===== src/sv/tdpt_pkg.sv =====
// Shared types and constants for the trial-division prime test.
// No dependencies; imported by tdpt_rem and the top level.
package tdpt_pkg;

  // Field width of the incoming number.
  localparam int NUMBER_BITS   = 31;
  // The divisor search starts here.
  localparam int FIRST_DIVISOR = 2;

  typedef enum logic [2:0] {
    ST_IDLE,
    ST_CHECK,
    ST_DIV,
    ST_DONE
  } tdpt_state_t;

  // Status reported by the remainder unit to the sequencer.
  typedef struct packed {
    logic done;
    logic zero;
  } rem_sts_t;

endpackage


===== src/sv/tdpt_rem.sv =====
// Bit-serial restoring remainder unit: one quotient bit per cycle.
// Depends on tdpt_pkg for the status struct.
module tdpt_rem import tdpt_pkg::*; #(
  parameter int NW = 31
) (
  input  logic          clk,
  input  logic          rst_n,
  input  logic          start,
  input  logic [NW-1:0] dividend,
  input  logic [NW-1:0] divisor,
  output rem_sts_t      sts
);

  localparam int CW = $clog2(NW + 1);

  logic [NW-1:0] q_r, q_nxt;
  logic [NW-1:0] r_r, r_nxt;
  logic [NW-1:0] d_r, d_nxt;
  logic [CW-1:0] cnt_r, cnt_nxt;
  logic          done_r, done_nxt;
  logic [NW:0]   trial;

  assign trial = {r_r, q_r[NW-1]};

  always_comb begin
    q_nxt    = q_r;
    r_nxt    = r_r;
    d_nxt    = d_r;
    cnt_nxt  = cnt_r;
    done_nxt = 1'b0;
    if (start) begin
      q_nxt   = dividend;
      r_nxt   = '0;
      d_nxt   = divisor;
      cnt_nxt = CW'(NW);
    end else if (cnt_r != '0) begin
      // Shift in the next dividend bit and subtract when the divisor fits.
      q_nxt = {q_r[NW-2:0], 1'b0};
      if (trial >= {1'b0, d_r}) begin
        r_nxt = NW'(trial - {1'b0, d_r});
      end else begin
        r_nxt = trial[NW-1:0];
      end
      cnt_nxt = cnt_r - 1'b1;
      if (cnt_r == CW'(1)) begin
        done_nxt = 1'b1;
      end
    end
  end

  always_ff @(posedge clk) begin
    if (!rst_n) begin
      cnt_r  <= '0;
      done_r <= 1'b0;
    end else begin
      cnt_r  <= cnt_nxt;
      done_r <= done_nxt;
    end
    q_r <= q_nxt;
    r_r <= r_nxt;
    d_r <= d_nxt;
  end

  assign sts.done = done_r;
  assign sts.zero = (r_r == '0);

endmodule


===== config.mk =====
export PLATFORM = sky130hd
export DESIGN_NAME = tdpt_rem
export DESIGN_NICKNAME = d
export VERILOG_FILES = /design/src/sv/tdpt_pkg.sv /design/src/sv/tdpt_rem.sv
export SDC_FILE = /design/constraint.sdc
export NUM_CORES = 1
export LEC_CHECK = 0
export ABC_AREA = 0
export BUFFER_PORTS_ARGS = -buffer_cell sky130_fd_sc_hd__buf_2
export CORE_MARGIN = 1.5
export CORE_UTILIZATION = 55
export DETAILED_ROUTE_END_ITERATION = 16
export PLACE_DENSITY = 0.81
export SYNTH_ARGS = -nofsm -noshare
export SYNTH_HDL_FRONTEND = slang
export SYNTH_SLANG_ARGS = --single-unit

===== constraint.sdc =====
create_clock -name clk -period 3.64 [get_ports clk]
set_input_delay 0.546 -clock clk [delete_from_list [all_inputs] [get_ports clk]]
set_output_delay 0.546 -clock clk [all_outputs]
set_load 0.02 [all_outputs]

[After elaboration in Yosys (flattened, before gate mapping)]
Cells that the tools add are included.
Word-level totals
  output and inout port bits: 2
  memories kept: 0
  flip-flop bits (word level): 99
  bits in read-only memories: 0
  memory bits (writable): 0
  bits in latches: 0
Cells by class
  shift operators: 0
  add/sub/neg operators: 2
  equality and inequality tests: 1
  divide/modulo/power cells: 0
  reduce and logical (&&, ||, !) cells: 4
  mux-type cells: 6
  multipliers: 0
  order comparisons: 1
  bitwise logic cells: 2
Operator list (number)
  2-to-1 mux 31 bit: 3
  >= comparator 32 x 31 -> 1 bit: 1
  logical NOT 31 bit: 1
  subtractor 31 bit: 1
  2-to-1 mux 5 bit: 2
  == test 5 x 1 -> 1 bit, second input constant: 1
  nonzero test 5 bit: 1
  subtractor 5 x 1 -> 5 bit, second input constant: 1
  OR reduction 3 bit: 1
  inverter 1 bit: 2
  nonzero test 2 bit: 1
  2-to-1 mux 1 bit: 1

[Longest topological paths before layout]
  depth in word-level cells: 3
  mapped depth: 15
  depth with buffers taken out: 11

[Worst setup path after synthesis]
OpenSTA, ideal clock, no wires.
  kind: reg-to-reg
  from: register q_r[30]
  to: register r_r[10]
  path buffers: 2
  path slack: 402 ps
  cell stages (with the launch flop): 14
  arrival time: 3147 ps
  period minus slack after synthesis: 3238 ps
  setup time: 91 ps
  data required time: 3549 ps
  cells stage by stage: edfxtp_1 -> inv_1 -> ha_1 -> fa_1 -> and2b_1 -> o21bai_4 -> a211oi_2 -> nor3_1 -> o311a_1 -> buf_6 -> or2_1 -> buf_6 -> or4_1 -> a311oi_1
Between the ends
  word-level cells in the longest chain between the ends: 2
Ends and longest elaborated chain
  start, declared: RTL line tdpt_rem.sv:16  | logic [NW-1:0] q_r, q_nxt;
  start signal, assigned: RTL line tdpt_rem.sv:59  | q_r <= q_nxt;
  subtractor 31 bit / >= comparator 32 x 31 -> 1 bit (equally long branches): RTL line tdpt_rem.sv:40, tdpt_rem.sv:39
  2-to-1 mux 31 bit (*): RTL line tdpt_rem.sv:39  | if (trial >= {1'b0, d_r}) begin
  end signal, assigned: RTL line tdpt_rem.sv:60  | r_r <= r_nxt;
  end, declared: RTL line tdpt_rem.sv:17  | logic [NW-1:0] r_r, r_nxt;
Every way passes the cells marked *; elsewhere a longest branch is shown, timed or not.
A chain may end at the register's enable or synchronous reset.

[Worst setup path in the final report]
  from: register q_r[30]
  to: register r_r[28]
Same word-level chain as after synthesis.

==> impl_results.md <==
- Synth Register Bits: 99
- Multi-input combinational cell area: 2970 µm²
- Simple-gate area share of the yosys netlist: 0.161
- WS Path Type: reg -> reg
- Fin crit share: 0.941
- Maximum vdd drop: 314 µV
- Critical Path AT: 3710 ps
- Clock Skew: 14.9 ps
- # IOs: 67
- RSZ-0062 raised after global routing: no
- CTS H-tree depth: 3
- Commonest cells post-synth: 62 x edfxtp_1, 60 x nand2_1, 54 x nor2_1
- Dpl hpwl: 9.69 mm
- Synth top area cells: edfxtp_1 32%, dfxtp_1 13%, ha_1 7.3%, mux2_2 5.8%, nand2_1 3.9%
- Multiplexer area fraction after synthesis: 0.0682
- Net count, final: 762
- Post-DP Area: 6310 µm²
- Post-DRT Antenna Nets: 0
- Data required time at the worst endpoint: 3920 ps
- Sequential share of power: 0.497
- Placer Congestion: 0.920
- Number of synthesized flops with an enable pin: 62
- Synth warnings: 0
- Worst skew pair latency: 380 ps
- Overall routing resource usage: 0.251
- First-pass GRT wire length: 22.3 mm
- Crit-path slowest cell: or4_1
- P_int: 0.00192 W
- Synth Area per Inst: 9.78 µm²
- Yosys top cell area share: 0.319
- Crit Path Max Fanout: 18
- Post-synthesis xor/xnor area fraction: 0.0195
- Pwr Density: 425 nW/µm²
- Die X: 106 µm
- Placeable Area: 10300 µm²
- Vias per cell: 6.04
- Adder-Cell Fraction of Synth Area: 0.0763
- Die H: 106 µm
- DIE AREA: 11200 µm²
- Slew margin rel.: 0.538
- Post-Syn Area: 5840 µm²
- Total negative setup slack: 0 ps
- Design Area, Final: 6520 µm²
- Worst hold path class: in -> reg
- WL/cell: 16.8 µm
- Comb pwr share: 0.235
- CTS Root Cell: clkbuf_8
- Sw frac: 0.306
- # setup viols final: 0
- # diodes: 0
- R2R Setup Slk: 210 ps
- Crit path largest cell delay: 480 ps
- Vias in the first global route: 4562
- Clk pin slew, worst setup/hold paths: 110 ps
- Synth cell types: 61
- Initial antenna violation count: 0
- Largest net degree at the start of global routing: 48
- Register area share after synthesis: 0.446
- Clock power share: 0.268
- Fillers: 844
- Asr flop ratio synth: 0
- I/O Buffers: 66
- Post-synth top area cell: edfxtp_1
- Area growth syn-to-layout: 11.7%
- CTS Hold Bufs: 0
- Outcome: complete, no violations
- CTS Buffer Depth: 2
- Final Hold Viols: 0
- Crit path cell chain: inv_1, ha_1, fa_1, and2b_1, o21bai_4, a211oi_2, nor3_1, o311a_1, or2_4, or4_1, a311oi_1
- Max Fclk: 292 MHz
- Worst Tran Pin Value: 690 ps
- Post-CTS Setup Inserts: 0
- Crit end category: flop
- Grt total ovfl: 0
- Drt initial violations: 375
- Main combinational cell family by area after synthesis: compound AO/OA/AOI/OAI gates
- Share of layout cells above drive strength 1: 0.193
- Std cell rows: 37
- Register area: 2600 µm²
- DRT Pass-1 Iters: 6
- CTS tree: done
- CTS sink cnt: 99
- Mapped Cells: 597
- P_sw: 0.000849 W
- Top delay family on crit path: simple AND/OR/NAND/NOR gates
- DR vias: 4851
- Fin crit period: 3430 ps
- TritonCTS buffer count: 9
- # Max-Cap Violations: 0
- CP bufs+invs: 1
- Syn Nets: 697
- Most common cell in the synthesized netlist: edfxtp_1
- Slew Limit Fails: 0
- Leakage: 2.75 nW
- Min Hold Slack: 329 ps
- Compound-Gate Fraction of Synth Area: 0.183
- DRC: 0
- CP Launch Type: flop
- Initial Util: 0.565
- WL final: 13.5 mm
- Main synth FF type: edfxtp_1
per-stage QoR:
stage | setup slack [ps] | std cells | total power, W | utilization
final | 214 | 803 | 0.00277 | 0.632
after CTS | 31.9 | 803 | 0.00278 | 0.632
after global placement | 224 | 787 | 0.00201 | 0.612
after floorplan | 402 | 597 | 0.00186 | -
after global routing | 48.0 | 803 | 0.00291 | 0.632
after detailed placement | 87.8 | 787 | 0.00204 | 0.612
area by class of cell:
type | count | area share
multi-input combinational | 433 | 0.455
sequential | 99 | 0.399
timing repair buffer | 78 | 0.0648
tap | 136 | 0.0261
inverter | 41 | 0.0236
clock buffer | 9 | 0.0190
clock inverter | 7 | 0.0127
flip-flops by register name (all words and copies together), names as in the netlist:
name and count:
cnt_r 5, done_r 1, r_r 31, q_r 31, d_r 31
path summary, 6_finish.rpt:
path / end / from / cells past startpoint
setup / recovery: r_r[28] / q_r[30] / 11
hold / removal: d_r[27] / divisor[27] / 1
setup reg to reg: r_r[28] / q_r[30] / 11
hold reg to reg: r_r[12] / r_r[12] / 2
cell families after synthesis:
kind of cell | Yosys count
buf+inv | 65
fa+ha+maj | 35
flops | 99
compound gates | 154
mux | 36
xor+xnor | 13
simple gates | 195
metal layers:
metal	global-route usage	vias up	routed length, µm
li1	-	2346	-
met1	0.355	2259	6040
met2	0.382	211	6150
met3	0.0466	35	931
met4	0.0975	0	354
met5	0	-	0
cell usage in the layout (no fill, tap or decap), types with 3 or more instances in the layout:
| master | n |
|---|---|
| a211oi_1 | 12 |
| a21o_1 | 12 |
| a21oi_1 | 34 |
| a311oi_1 | 20 |
| a31oi_1 | 4 |
| and2_1 | 6 |
| and3_1 | 3 |
| buf_2 | 65 |
| buf_4 | 13 |
| clkbuf_8 | 9 |
| dfxtp_1 | 37 |
| edfxtp_1 | 62 |
| ha_1 | 34 |
| inv_1 | 41 |
| mux2_2 | 30 |
| mux2i_1 | 6 |
| nand2_1 | 60 |
| nand3_1 | 10 |
| nand4_1 | 4 |
| nor2_1 | 54 |
| nor2b_1 | 4 |
| nor3_1 | 13 |
| nor3b_1 | 6 |
| nor4_1 | 7 |
| o211ai_1 | 4 |
| o21a_1 | 13 |
| o21ai_0 | 27 |
| o21bai_1 | 3 |
| o31a_1 | 4 |
| o31ai_1 | 4 |
| or3_1 | 10 |
| or4_1 | 4 |
| xnor2_1 | 8 |
| xor2_1 | 5 |
power groups by stage:
stage                     combinational [W]  clock, W  sequential [W]
final                              0.000651  0.000742         0.00138
after global placement             0.000617         0         0.00139
after global routing               0.000725  0.000801         0.00139
after detailed placement           0.000634         0         0.00140
after floorplan                    0.000479         0         0.00138
after CTS                          0.000640  0.000762         0.00138
timing repair:
action,in CTS,in global routing
gates resized for setup,0,2
endpoints found under the hold margin,0,0
setup endpoints to repair,0,8
No activity file was read; power rests on OpenSTA's default activity.
